===== src/hdl/brc_pkg.sv =====
// Shared constants, register codes and width helpers for the box/ramp contact unit.
`default_nettype none
package brc_pkg;
  localparam int COORD_WIDTH_DEF = 32;
  localparam int FRAC_BITS_DEF   = 16;
  localparam int EPS_W           = 16;
  localparam int CFG_IDX_W       = 2;
  localparam int QUEUE_DEPTH     = 2;
  localparam int EPS_RESET       = 7;
  localparam int FLOOR_MIN_UNITS = 20;
  localparam int FLOOR_MAX_UNITS = 1;

  typedef enum logic [CFG_IDX_W-1:0] {
    REG_EPSILON   = 2'd0,
    REG_FLOOR_MIN = 2'd1,
    REG_FLOOR_MAX = 2'd2
  } cfg_reg_t;

  // bits in one queued item, see item_t in the front and back
  function automatic int item_bits(input int cw);
    return 9 * cw + 2;
  endfunction

  function automatic int cfg_width(input int cw);
    return (cw - 1 > EPS_W) ? cw - 1 : EPS_W;
  endfunction
endpackage
`default_nettype wire


===== src/hdl/brc_queue.sv =====
// Short item queue between the front end and the arithmetic pipeline.
`default_nettype none
module brc_queue #(
  parameter int W     = brc_pkg::item_bits(brc_pkg::COORD_WIDTH_DEF),
  parameter int DEPTH = brc_pkg::QUEUE_DEPTH
) (
  input  wire logic         clk,
  input  wire logic         rst,
  input  wire logic         push,
  input  wire logic [W-1:0] push_data,
  input  wire logic         pop,
  output logic [W-1:0]      pop_data,
  output logic              empty,
  output logic              full
);
  localparam int AW = (DEPTH > 1) ? $clog2(DEPTH) : 1;
  localparam int NW = $clog2(DEPTH + 1);

  logic [W-1:0]  slots [DEPTH];
  logic [AW-1:0] wr_ptr, rd_ptr;
  logic [NW-1:0] count;
  logic          do_push, do_pop;

  assign do_push = push && !full;
  assign do_pop  = pop && !empty;
  assign empty   = count == '0;
  assign full    = count == NW'(DEPTH);

  always_ff @(posedge clk) begin
    if (rst) begin
      wr_ptr <= '0;
      rd_ptr <= '0;
      count  <= '0;
    end else begin
      if (do_push) wr_ptr <= (wr_ptr == AW'(DEPTH - 1)) ? '0 : wr_ptr + 1'b1;
      if (do_pop)  rd_ptr <= (rd_ptr == AW'(DEPTH - 1)) ? '0 : rd_ptr + 1'b1;
      if (do_push && !do_pop) count <= count + 1'b1;
      else if (do_pop && !do_push) count <= count - 1'b1;
    end
  end

  always_ff @(posedge clk) begin
    if (do_push) slots[wr_ptr] <= push_data;
  end

  assign pop_data = slots[rd_ptr];
endmodule
`default_nettype wire


===== config.mk =====
export PLATFORM = sky130hd
export DESIGN_NAME = brc_queue
export DESIGN_NICKNAME = d
export VERILOG_FILES = /design/src/hdl/brc_pkg.sv /design/src/hdl/brc_queue.sv
export SDC_FILE = /design/constraint.sdc
export NUM_CORES = 1
export LEC_CHECK = 0
export ABC_AREA = 1
export BUFFER_PORTS_ARGS = -buffer_cell sky130_fd_sc_hd__buf_4
export CORE_AREA = 3 3 225 227
export CTS_CLUSTER_SIZE = 12
export DETAILED_ROUTE_END_ITERATION = 16
export DIE_AREA = 0 0 228 230
export PLACE_DENSITY = 0.69
export SLEW_MARGIN = 20
export SYNTH_ARGS = -nofsm -noshare
export SYNTH_HDL_FRONTEND = slang
export SYNTH_SLANG_ARGS = --single-unit

===== constraint.sdc =====
create_clock -name clk -period 29.2 [get_ports clk]
set_input_delay 5.84 -clock clk [delete_from_list [all_inputs] [get_ports clk]]
set_output_delay 5.84 -clock clk [all_outputs]
set_load 0.02 [all_outputs]

==> flow_metrics.env <==
export IMPL_grt_setup_unrepaired="false"
export IMPL_dp_final_hpwl_um=34700
export IMPL_tns_ps=0
export IMPL_cts_resized=0
export IMPL_htreeDepth=2
export IMPL_ctsHoldBuffers=0
export IMPL_slowest_stage="buf_4"
export IMPL_multi_input_area_um2=3760
export IMPL_drc_errors=0
export IMPL_worstMarginPinSlew_ps=1100
export IMPL_die_w_um=228
export IMPL_setup_worst_path_end_class="primary output"
export IMPL_grt_pass1_vias=11700
export IMPL_clock_latency_ps=580
export IMPL_critPathMaxFanout=71
export IMPL_layout_worst_path_cycle_share_pct=35.6
export IMPL_status="complete, no violations"
export IMPL_hold_viol_final=0
export IMPL_cellPowerDensity_nw_per_um2=87.3
export IMPL_cp_data_required_time_ps=23360
export IMPL_cts_buffers=59
export IMPL_routabilityCongestion=0.809
export IMPL_leakage_nw=10.7
export IMPL_clk_pin_slew_ps=60
export IMPL_cpMostUsedCell="buf_4"
export IMPL_final_cell_mix="buf_4, edfxtp_1, mux2_2, mux2_4, clkbuf_16"
export IMPL_dr_pass1_iters=4
export IMPL_fin_skew_ps=10.5
export IMPL_grt_max_degree=156
export IMPL_antenna_found_initial=4
export IMPL_fp_row_count=81
export IMPL_ys_ff_latch=585
export IMPL_layout_nets=1859
export IMPL_slew_headroom_pct=27.0
export IMPL_wl_um=49300
export IMPL_vias=11000
export IMPL_final_min_clock_period_ps=10400
export IMPL_overflow=0
export IMPL_synthCells=939
export IMPL_critical_path_buf_inv_count=4
export IMPL_holdWs_ps=551
export IMPL_track_usage_pct=18.2
export IMPL_max_cap_violations=0
export IMPL_fmax_ghz=0.0962
export IMPL_coreArea_um2=48800
export IMPL_start_util_pct=44.1
export IMPL_drive_above_1_share_pct=59.9
export IMPL_syn_nets=1234
export IMPL_cts_buffer_depth=3
export IMPL_ant_nets=0
export IMPL_synth_cell_type_count=16
export IMPL_hp_class="flip-flop to flip-flop"
export IMPL_yosysWarnings=0
export IMPL_die_area_um2=52400
export IMPL_crit_arrival_ps=4560
export IMPL_area_growth_pct=32.1
export IMPL_fillerInstances=3631
export IMPL_clockRootBuffer="clkbuf_16"
export IMPL_syn_avg_cell_area_um2=22.9
export IMPL_path_cells="buf_4 -> buf_4 -> buf_4 -> mux2_2 -> buf_4"
export IMPL_yosysSeqAreaShare_pct=81.4
export IMPL_port_buffers=585
export IMPL_synth_area_um2=21500
export IMPL_drt_iter0_drc=533
export IMPL_cp_start_kind="flip-flop"
export IMPL_wire_per_inst_um=21.7
export IMPL_criticalPathCategory="flip-flop to primary output"
export IMPL_pin_count=586
export IMPL_max_stage_delay_ps=920
export IMPL_crit_family="buffers and inverters"
export IMPL_drv_slew=0
export IMPL_numClockSinks=585
export IMPL_cts_setup_buffers=0
export IMPL_grt_pass1_wl_um=71900
export IMPL_detail_route_vias_per_cell=4.85
export IMPL_seq_area_um2=17500
export IMPL_ir_drop_uv=60.6
export IMPL_cts_tree="built"
export IMPL_finalSetupViolCount=0
export IMPL_die_h_um=230
export IMPL_final_common_cell="buf_4"
## sequential cells by signal, indices dropped and copies added (netlist names), named ones only
| register | flops |
|---|---|
| count | 2 |
| slots | 580 |
| rd_ptr | 1 |
| wr_ptr | 1 |
## stage by stage
step	area, µm²	worst slack (ps)	utilization (%)	std cells	total power (W)
after floorplan	21500	10250	-	939	0.00159
after global placement	26600	19400	54.5	2166	0.00181
after detailed placement	26600	19370	54.5	2166	0.00182
after CTS	28400	18720	58.2	2266	0.00251
after global routing	28400	18510	58.2	2269	0.00259
final	28400	18800	58.2	2269	0.00248
## final cells by class
cell class              instances  area share [%]
repair buffers                596            15.9
diodes                          2          0.0176
well taps                     664            2.92
flip-flops and latches        585            61.6
clock buffers                  88            5.83
multi-input cells             313            13.2
inverters                       9           0.119
clock inverters                12           0.378
## synthesized netlist by cell type
cell	number	area, µm²
nand4_1	1	6.26
nand2_1	4	15.0
and2_1	1	6.26
mux2_2	190	2140
buf_4	1	7.51
inv_1	9	33.8
ha_1	1	12.5
nand3_1	1	5.00
a21oi_1	1	5.00
buf_2	20	100
mux2_4	100	1500
edfxtp_1	580	17400
buf_6	11	124
o21ai_0	5	25.0
dfxtp_1	5	100
nor2_1	9	33.8
## logic make-up after synthesis
group,count (synthesis),share of synthesized area [%]
AOI/OAI and AO/OA,6,0.139
muxes,290,16.9
DFF,585,81.4
buffers and inverters,41,1.23
and+or+nand+nor,16,0.308
adders and majority gates,1,0.0581
## power breakdown
part           switching (W)  internal [W]
sequential         0.0000359       0.00106
clock               0.000286      0.000405
combinational       0.000377      0.000314
## tightest hold or removal path, delay by kind of cell (launching register included)
family	cells	cell delay [ps]
flip-flops	1	340
AND/OR/NAND/NOR	2	170
## per-layer routing
| layer | up-vias | track usage [%] | routed length [µm] |
|---|---|---|---|
| met5 | - | 0 | 27 |
| met4 | 4 | 7.40 | 1620 |
| met3 | 90 | 6.71 | 4740 |
| met2 | 470 | 30.2 | 24300 |
| met1 | 5465 | 21.7 | 18500 |
| li1 | 4982 | - | - |
## worst paths after layout
kind / slack, ps / from / endpoint / cells past startpoint
setup / recovery: 18800 / flip-flop / pop_data[118] / 5
hold / removal: 550 / wr_ptr / wr_ptr / 2
setup reg to reg: 25780 / count[0] / slots[1][199] / 6
hold reg to reg: 550 / wr_ptr / wr_ptr / 2
No activity file was read; power rests on OpenSTA's default activity.
