$ cat config.mk
export PLATFORM = sky130hd
export DESIGN_NAME = brc_front
export DESIGN_NICKNAME = d
export VERILOG_FILES = /design/src/hdl/brc_pkg.sv /design/src/hdl/brc_front.sv
export SDC_FILE = /design/constraint.sdc
export NUM_CORES = 1
export LEC_CHECK = 0
export ABC_AREA = 1
export BUFFER_PORTS_ARGS = -buffer_cell sky130_fd_sc_hd__buf_4
export CAP_MARGIN = 5
export CORE_AREA = 4 4 241 243
export CTS_CLUSTER_DIAMETER = 60
export DETAILED_ROUTE_END_ITERATION = 7
export DIE_AREA = 0 0 245 247
export GPL_ROUTABILITY_DRIVEN = 0
export GPL_TIMING_DRIVEN = 0
export HOLD_SLACK_MARGIN = 0.03
export PLACE_DENSITY = 0.8
export SLEW_MARGIN = 30
export SYNTH_ARGS = -nofsm -noshare
export SYNTH_HDL_FRONTEND = slang
export SYNTH_SLANG_ARGS = --single-unit
$ cat constraint.sdc
create_clock -name clk -period 6.45 [get_ports clk]
set_input_delay 0.9675 -clock clk [delete_from_list [all_inputs] [get_ports clk]]
set_output_delay 0.9675 -clock clk [all_outputs]
set_load 0.005 [all_outputs]
$ cat src/hdl/brc_pkg.sv
// Shared constants, register codes and width helpers for the box/ramp contact unit.
`default_nettype none
package brc_pkg;
  localparam int COORD_WIDTH_DEF = 32;
  localparam int FRAC_BITS_DEF   = 16;
  localparam int EPS_W           = 16;
  localparam int CFG_IDX_W       = 2;
  localparam int QUEUE_DEPTH     = 2;
  localparam int EPS_RESET       = 7;
  localparam int FLOOR_MIN_UNITS = 20;
  localparam int FLOOR_MAX_UNITS = 1;

  typedef enum logic [CFG_IDX_W-1:0] {
    REG_EPSILON   = 2'd0,
    REG_FLOOR_MIN = 2'd1,
    REG_FLOOR_MAX = 2'd2
  } cfg_reg_t;

  // bits in one queued item, see item_t in the front and back
  function automatic int item_bits(input int cw);
    return 9 * cw + 2;
  endfunction

  function automatic int cfg_width(input int cw);
    return (cw - 1 > EPS_W) ? cw - 1 : EPS_W;
  endfunction
endpackage
`default_nettype wire

$ cat src/hdl/brc_front.sv
// Front end: configuration registers, bounding overlap tests and floor case classification.
`default_nettype none
module brc_front #(
  parameter int CW = brc_pkg::COORD_WIDTH_DEF,
  parameter int FB = brc_pkg::FRAC_BITS_DEF
) (
  input  wire logic                                 clk,
  input  wire logic                                 rst,
  input  wire logic                                 cfg_valid,
  input  wire logic [brc_pkg::CFG_IDX_W-1:0]        cfg_index,
  input  wire logic [brc_pkg::cfg_width(CW)-1:0]    cfg_data,
  input  wire logic                                 cmd,
  input  wire logic signed [CW-1:0]                 rel_x,
  input  wire logic signed [CW-1:0]                 rel_y,
  input  wire logic signed [CW-1:0]                 rel_z,
  input  wire logic [CW-2:0]                        half_x,
  input  wire logic [CW-2:0]                        half_y,
  input  wire logic [CW-2:0]                        half_z,
  input  wire logic signed [CW-1:0]                 ramp_length,
  input  wire logic signed [CW-1:0]                 ramp_height,
  input  wire logic [CW-2:0]                        ramp_half_width,
  input  wire logic                                 box_static,
  output logic [brc_pkg::item_bits(CW)-1:0]         item,
  output logic [brc_pkg::EPS_W-1:0]                 eps
);
  import brc_pkg::*;

  localparam int HW = CW - 1;
  localparam int EW = CW + 2;

  typedef struct packed {
    logic                 cmd;
    logic                 go;
    logic                 fl_hit;
    logic [HW-1:0]        fl_pen;
    logic signed [CW-1:0] fl_cy;
    logic signed [CW-1:0] rx;
    logic signed [CW-1:0] ry;
    logic signed [CW-1:0] rz;
    logic [HW-1:0]        hx;
    logic [HW-1:0]        hy;
    logic [CW-1:0]        ah;
    logic [CW-1:0]        al;
    logic                 hpos;
    logic                 lneg;
  } item_t;

  function automatic logic [CW-1:0] sat_s(input logic [EW-1:0] v);
    logic [CW-1:0] r;
    if (v[EW-1:CW-1] == '0 || v[EW-1:CW-1] == '1) r = v[CW-1:0];
    else if (v[EW-1]) r = {1'b1, {(CW-1){1'b0}}};
    else r = {1'b0, {(CW-1){1'b1}}};
    return r;
  endfunction

  logic [EPS_W-1:0] epsilon;
  logic [HW-1:0]    floor_min_half_xz;
  logic [HW-1:0]    floor_max_half_y;

  always_ff @(posedge clk) begin
    if (rst) begin
      epsilon           <= EPS_W'(EPS_RESET);
      floor_min_half_xz <= HW'(FLOOR_MIN_UNITS) << FB;
      floor_max_half_y  <= HW'(FLOOR_MAX_UNITS) << FB;
    end else if (cfg_valid) begin
      case (cfg_index)
        REG_EPSILON:   epsilon <= cfg_data[EPS_W-1:0];
        REG_FLOOR_MIN: floor_min_half_xz <= cfg_data[HW-1:0];
        REG_FLOOR_MAX: floor_max_half_y <= cfg_data[HW-1:0];
        default: ;
      endcase
    end
  end

  logic signed [EW-1:0] rxe, rye, rze, hxe, hye, hze, wze, le, he;
  logic signed [EW-1:0] xmin, xmax, ymin, ymax, top, fpen;
  logic                 ox, oy, oz, fsel, len_ok;
  logic [CW-1:0]        ah, al;
  item_t                it;

  assign rxe = {{2{rel_x[CW-1]}}, rel_x};
  assign rye = {{2{rel_y[CW-1]}}, rel_y};
  assign rze = {{2{rel_z[CW-1]}}, rel_z};
  assign le  = {{2{ramp_length[CW-1]}}, ramp_length};
  assign he  = {{2{ramp_height[CW-1]}}, ramp_height};
  assign hxe = {3'b000, half_x};
  assign hye = {3'b000, half_y};
  assign hze = {3'b000, half_z};
  assign wze = {3'b000, ramp_half_width};

  assign xmin = le[EW-1] ? le : '0;
  assign xmax = le[EW-1] ? '0 : le;
  assign ymin = he[EW-1] ? he : '0;
  assign ymax = he[EW-1] ? '0 : he;

  assign ox = (rxe + hxe >= xmin) && (xmax >= rxe - hxe);
  assign oy = (rye + hye >= ymin) && (ymax >= rye - hye);
  assign oz = (rze + hze >= -wze) && (wze >= rze - hze);

  assign top  = rye + hye;
  assign fpen = top - ymin;

  assign fsel = cmd && box_static && (half_x >= floor_min_half_xz) &&
                (half_z >= floor_min_half_xz) && (half_y <= floor_max_half_y);

  assign al = ramp_length[CW-1] ? CW'(-ramp_length) : ramp_length;
  assign ah = ramp_height[CW-1] ? CW'(-ramp_height) : ramp_height;
  assign len_ok = al > CW'(epsilon);

  always_comb begin
    it.cmd    = cmd;
    it.go     = !fsel && len_ok && ox && oy && oz;
    it.fl_hit = fsel && ox && oy && oz && (fpen > 0);
    it.fl_pen = (|fpen[EW-1:HW]) ? {HW{1'b1}} : fpen[HW-1:0];
    it.fl_cy  = sat_s(top);
    it.rx     = rel_x;
    it.ry     = rel_y;
    it.rz     = rel_z;
    it.hx     = half_x;
    it.hy     = half_y;
    it.ah     = ah;
    it.al     = al;
    it.hpos   = !ramp_height[CW-1] && (ramp_height != '0);
    it.lneg   = ramp_length[CW-1];
  end

  assign item = it;
  assign eps  = epsilon;
endmodule
`default_nettype wire

==> impl_metrics.yaml, run 1 <==
floorplanning:
  row_count: 87
  io_pins: 628
  die_y_um: 247
  core_sq_um: 56000
  die_x_um: 245
  fp.dieArea_sq_um: 60500
  start_util_pct: 46.7
clock_tree:
  clk_pin_slew_worst_paths_ns: 0.06
  root_buffer: "clkbuf_16"
  cts_tree: "done"
  cts_made_buffers: 9
  hold_buffers: 0
  clock_sinks: 78
  htreeDepth: 3
  clock_latency_ns: 0.33
  cts_buffer_depth: 2
drt:
  avgRoutedWirePerCell_um: 18.9
  first_pass_iters: 8
  routed_wl_um: 107000
  drt_iter0_markers: 2614
  vias: 31000
  ant_nets: 0
  route.detailed.drc: 0
  drt-vias-per-instance: 5.47
final_layout:
  nNetsFinal: 5717
  fill_cells: 5391
  finalInstanceArea_sq_um: 33100
  drive_gt1_share_pct: 23.8
  area_delta_synth_final_pct: 26.9
  instances_no_fill: 5667
  post-route-util_pct: 59.2
synth:
  ys_warn_count: 0
  synth_top_family_by_area: "simple AND/OR/NAND/NOR gates"
  synth.cell_area_sq_um: 26100
  synth_seq_cells: 78
  synth_nets: 5043
  yosysUniqueCellTypes: 67
  async_reset_ff_share_pct: 0
  synthSimpleGateAreaFrac_pct: 26.3
  synth_edf_count: 0
  ys_seq_area_share_pct: 5.98
  synth-xor-area-share_pct: 8.52
  synth_compound_area_share_pct: 18.4
  postSynthCellCount: 4225
  synth.avg_cell_area_sq_um: 6.18
  synth.area.mux_share_pct: 0
  synthFlopType: "dfxtp_1"
  synthAdderAreaFrac_pct: 24.0
min_path:
  min-delay-start: "floor_max_half_y[4]"
  holdPathStages: 2
  hold_class: "register to register"
  min_to: "floor_max_half_y[4]"
critical_path:
  reg2reg_setup_slack_ns: 5.66
  worstRegToRegCells: 2
  cp.required_ns: 5.48
  endpoint_kind: "output port"
  cp_slowest_cell: "or4_4"
  cp.arrival_ns: 5.40
  critPathLaunchType: "input port"
  cp_max_fo: 4
  worst-setup-path-type: "input port to output port"
  r2r-start: "floor_min_half_xz[18]"
  slowest_delay_ns: 0.54
  crit-reg2reg-capture: "floor_min_half_xz[18]"
  cpMostUsedCell: "nand2_2"
power_and_ir_drop:
  power_frac_comb_pct: 78.6
  p_seq_share_pct: 10.8
  switching_share_pct: 51.9
  internal_power_mw: 2.31
  p_sw_mw: 2.50
  p_per_area_nw_per_um2: 145
  power.share.clock_pct: 10.6
  cellLeakagePower_nw: 17.7
  vdd_drop_max_mv: 0.102
timing:
  setup_viol: 0
  drv_slew: 0
  skew_ns: 0
  relSlewSlack_pct: 45.5
  worst_pin_slew_ns: 0.811
  fmax_ghz: 0.157
  finalCriticalPeriod_ns: 6.37
  tns_ns: 0
  hold-worst-slack_ns: 0.467
  fin_crit_sh_pct: 98.7
  hold_viol: 0
grt:
  grt_pass1_wl_um: 154000
  antenna_found_initial: 13
  grt_max_degree: 19
  grt_overflow: 0
  grt_pass1_vias: 28500
  track_usage_pct: 32.4
outcome:
  outcome: "complete, no violations"
placed_design:
  dp_hpwl_um: 92800
  numPortBuffers: 626
  dp_cells: 5607
  dpl-instance-area_sq_um: 31800
job:
  timing.max_cap.violations: 0
-- cell usage after synthesis, types with 35 or more instances --
master | instances | area, sq um
nor2_1 | 380 | 1430
nand3_1 | 165 | 826
dfxtp_1 | 78 | 1560
nand4_1 | 74 | 463
xor2_1 | 239 | 2090
inv_1 | 663 | 2490
buf_4 | 169 | 1270
o21ai_0 | 241 | 1210
a21oi_1 | 442 | 2210
inv_2 | 35 | 131
nor3_1 | 57 | 285
nand2_2 | 52 | 325
ha_1 | 489 | 6120
clkbuf_1 | 73 | 274
nand2_1 | 720 | 2700
-- power by group through the flow --
stage / Sequential [mW] / Clock, mW / Combinational [mW]
after floorplan: 0.524 / 0 / 2.24
after global placement: 0.527 / 0 / 3.45
after detailed placement: 0.527 / 0 / 3.51
after CTS: 0.517 / 0.508 / 3.58
after global routing: 0.519 / 0.529 / 4.15
final: 0.517 / 0.510 / 3.78
-- stage by stage --
step / setup WS, ns / power [mW]
3_3_place_gp: -0.869 / 3.98
6_report: 0.0820 / 4.81
4_1_cts: -0.00389 / 4.60
5_1_grt: -0.237 / 5.20
3_5_place_dp: -0.951 / 4.04
2_1_floorplan: 0.857 / 2.77
-- what timing repair did --
action	CTS	global route
gates resized for setup	69	139
buffers inserted	8	31
pin swaps	18	68
setup endpoints to repair	33	33
-- sequential cells by signal, summed over array words and instances (netlist names) --
| register | cells |
|---|---|
| floor_max_half_y | 31 |
| floor_min_half_xz | 31 |
| eps | 16 |
-- cells by family after synthesis --
family | Yosys count
and+or+nand+nor | 1553
buffers and inverters | 973
AOI/OAI and AO/OA | 871
adders and majority gates | 496
xor gates and xnor gates | 254
DFF | 78
-- cells in the final DEF (no fill, tap or decap), types with 67 or more instances in the layout --
cell	instances
xor2_1	231
dfxtp_1	78
nor2_1	369
nand2_2	71
ha_1	482
nand3_1	156
clkbuf_1	67
buf_4	830
o21ai_0	225
a21oi_1	414
nand4_1	74
inv_1	660
nand2_1	700
-- critical path: cells and delay by family --
kind	cells	cell delay, ns
and+or+nand+nor	12	1.63
xor gates and xnor gates	1	0.11
AOI/OAI and AO/OA	7	1.08
buffers and inverters	7	0.69
adders and majority gates	3	0.89
-- per-layer routing --
metal	vias to the layer above	part of all wire, %	GRT usage [%]	wire length [um]
li1	15100	-	-	-
met2	1614	48	58.8	51100
met3	391	8.4	4.15	9020
met5	-	0.080	0	86
met1	13900	37	36.6	39300
met4	14	6.9	18.1	7400
-- worst max-delay path by stage --
| stage | from | endpoint | slack [ns] | depth (start not counted) |
|---|---|---|---|---|
| after detailed placement | half_z[2] | item[287] | -0.95 | 25 |
| after floorplan | rel_z[0] | item[287] | 0.86 | 28 |
| after CTS | half_x[2] | item[287] | -0.004 | 35 |
| final | rel_z[0] | item[287] | 0.08 | 30 |
| after global placement | half_z[2] | item[287] | -0.87 | 25 |
| after global routing | half_x[2] | item[288] | -0.24 | 38 |
-- layout make-up --
class	count	area (sq um)	share of cell area, %
Multi-Input combinational cell	3174	20900	63.1
Tap cell	756	946	2.86
Antenna cell	8	20.0	0.0604
Timing Repair Buffer	665	5010	15.1
Clock buffer	10	239	0.721
Clock inverter	5	58.8	0.178
Sequential cell	78	1560	4.71
Inverter	705	2650	7.99
Buffer	266	1740	5.25
Note: power is estimated with default switching activity, not from simulation.
==> run 2, diff against run 1 <==
--- a/config.mk
+++ b/config.mk
@@ -15,7 +15,8 @@
 export GPL_ROUTABILITY_DRIVEN = 0
 export GPL_TIMING_DRIVEN = 0
 export HOLD_SLACK_MARGIN = 0.03
-export PLACE_DENSITY = 0.8
+export PLACE_DENSITY = 0.83
+export SETUP_SLACK_MARGIN = 0.4
 export SLEW_MARGIN = 30
 export SYNTH_ARGS = -nofsm -noshare
 export SYNTH_HDL_FRONTEND = slang
==> constraint.sdc (replaced) <==
create_clock -name clk -period 5.7 [get_ports clk]
set_input_delay 0.855 -clock clk [delete_from_list [all_inputs] [get_ports clk]]
set_output_delay 0.855 -clock clk [all_outputs]
set_load 0.005 [all_outputs]
==> impl_metrics.yaml, run 2 (same netlist as run 1, synthesis figures left out) <==
outcome:
  outcome: "finished with violations"
  violations: "negative setup slack"
final_layout:
  seq_area_sq_um: 1560
  fill_cells: 4777
  area_delta_synth_final_pct: 34.7
  finalInstanceArea_sq_um: 35200
  mostFrequentLayoutCell: "buf_4"
  nNetsFinal: 5804
  drive_gt1_share_pct: 27.7
  multi_input_area_sq_um: 21800
  mostFrequentLayoutCells: "buf_4, nand2_1, inv_1"
clock_tree:
  clock_latency_ns: 0.34
  root_buffer: "clkbuf_16"
  cts_made_buffers: 9
  clock_sinks: 78
  cts_tree: "done"
  hold_buffers: 0
  htreeDepth: 3
  cts_buffer_depth: 2
  clk_pin_slew_worst_paths_ns: 0.07
floorplanning:
  die_y_um: 247
  start_util_pct: 46.7
  fp.dieArea_sq_um: 60500
  core_sq_um: 56000
  die_x_um: 245
  io_pins: 628
  row_count: 87
drt:
  drt-vias-per-instance: 5.67
  first_pass_iters: 6
  route.detailed.drc: 0
  vias: 32600
  routed_wl_um: 116000
  ant_nets: 0
  avgRoutedWirePerCell_um: 20.1
  drt_iter0_markers: 2847
timing:
  skew_ns: 0
  setup_slack_ns: -0.350
  worst_pin_slew_ns: 0.819
  setup_viol: 32
  fmax_ghz: 0.165
  fin_crit_sh_pct: 106
  finalCriticalPeriod_ns: 6.05
  hold-worst-slack_ns: 0.464
  rsz0062_at_grt: "yes"
  relSlewSlack_pct: 44.9
  hold_viol: 0
  drv_slew: 0
  tns_ns: -4.98
grt:
  grt_pass1_vias: 29700
  grt_max_degree: 16
  grt_overflow: 0
  track_usage_pct: 34.3
  antenna_found_initial: 14
  grt_pass1_wl_um: 162000
critical_path:
  cp.arrival_ns: 5.19
  cp_max_fo: 6
  cp_slowest_cell: "ha_1"
  critPathLaunchType: "input port"
  endpoint_kind: "output port"
  worst-setup-path-type: "input port to output port"
  cpMostUsedCell: "nand2_1"
  slowest_delay_ns: 0.35
  cp.required_ns: 4.85
placed_design:
  dp_hpwl_um: 94500
  numPortBuffers: 626
  post-place-ws_ns: -1.34
  dpl-instance-area_sq_um: 31800
power_and_ir_drop:
  p_per_area_nw_per_um2: 172
  cellLeakagePower_nw: 18.5
  power_mw: 6.04
  vdd_drop_max_mv: 0.126
job:
  timing.max_cap.violations: 0
min_path:
  hold_class: "register to register"
[run 2: metrics by stage]
step,util [%],instances
finish,62.9,5753
global route,62.8,5748
CTS,59.5,5673
detailed placement,56.8,5607
global placement,56.8,5607
floorplan,-,4225
[run 2: path summary, 6_finish.rpt]
path,startpoint,endpoint,slack [ns],cells after the start
worst min-delay path,floor_max_half_y[12],floor_max_half_y[12],0.46,2
worst min register to register,floor_max_half_y[12],floor_max_half_y[12],0.46,2
worst max register to register,eps[1],eps[1],4.87,2
worst max-delay path,half_x[2],item[288],-0.35,36
[run 2: routing by layer]
| metal | track usage [%] | routed length, um |
|---|---|---|
| met2 | 60.2 | 53600 |
| met4 | 21.3 | 9880 |
| met1 | 38.1 | 40200 |
| met5 | 0 | 85 |
| met3 | 6.81 | 12000 |
[run 2: final cells by class]
type / count / area share [%]
clock buffers: 10 / 0.679
diodes: 6 / 0.0427
multi-input cells: 3174 / 62.1
clock inverters: 6 / 0.142
repair buffers: 750 / 17.0
flip-flops and latches: 78 / 4.44
inverters: 705 / 7.63
plain buffers: 268 / 5.29
well taps: 756 / 2.69
[run 2: power by group]
part	leakage, nW	total [mW]	internal (mW)	switching, mW
Clock	0.142	0.560	0.314	0.246
Sequential	0.639	0.587	0.574	0.0137
Combinational	17.7	4.89	1.99	2.90
Total	18.5	6.04	2.88	3.16
[run 2: timing repair]
action,4_1_cts,5_1_grt
pin swaps,64,140
setup endpoints to repair,33,33
gates resized for setup,213,315
buffers inserted,47,74
gates cloned,3,0
[run 2: worst max-delay path, delay by kind of cell]
| kind | cells | cell delay [ns] |
|---|---|---|
| compound gates | 8 | 1.06 |
| buf+inv | 7 | 0.69 |
| simple gates | 18 | 1.87 |
| xor+xnor | 1 | 0.07 |
| fa+ha+maj | 2 | 0.63 |
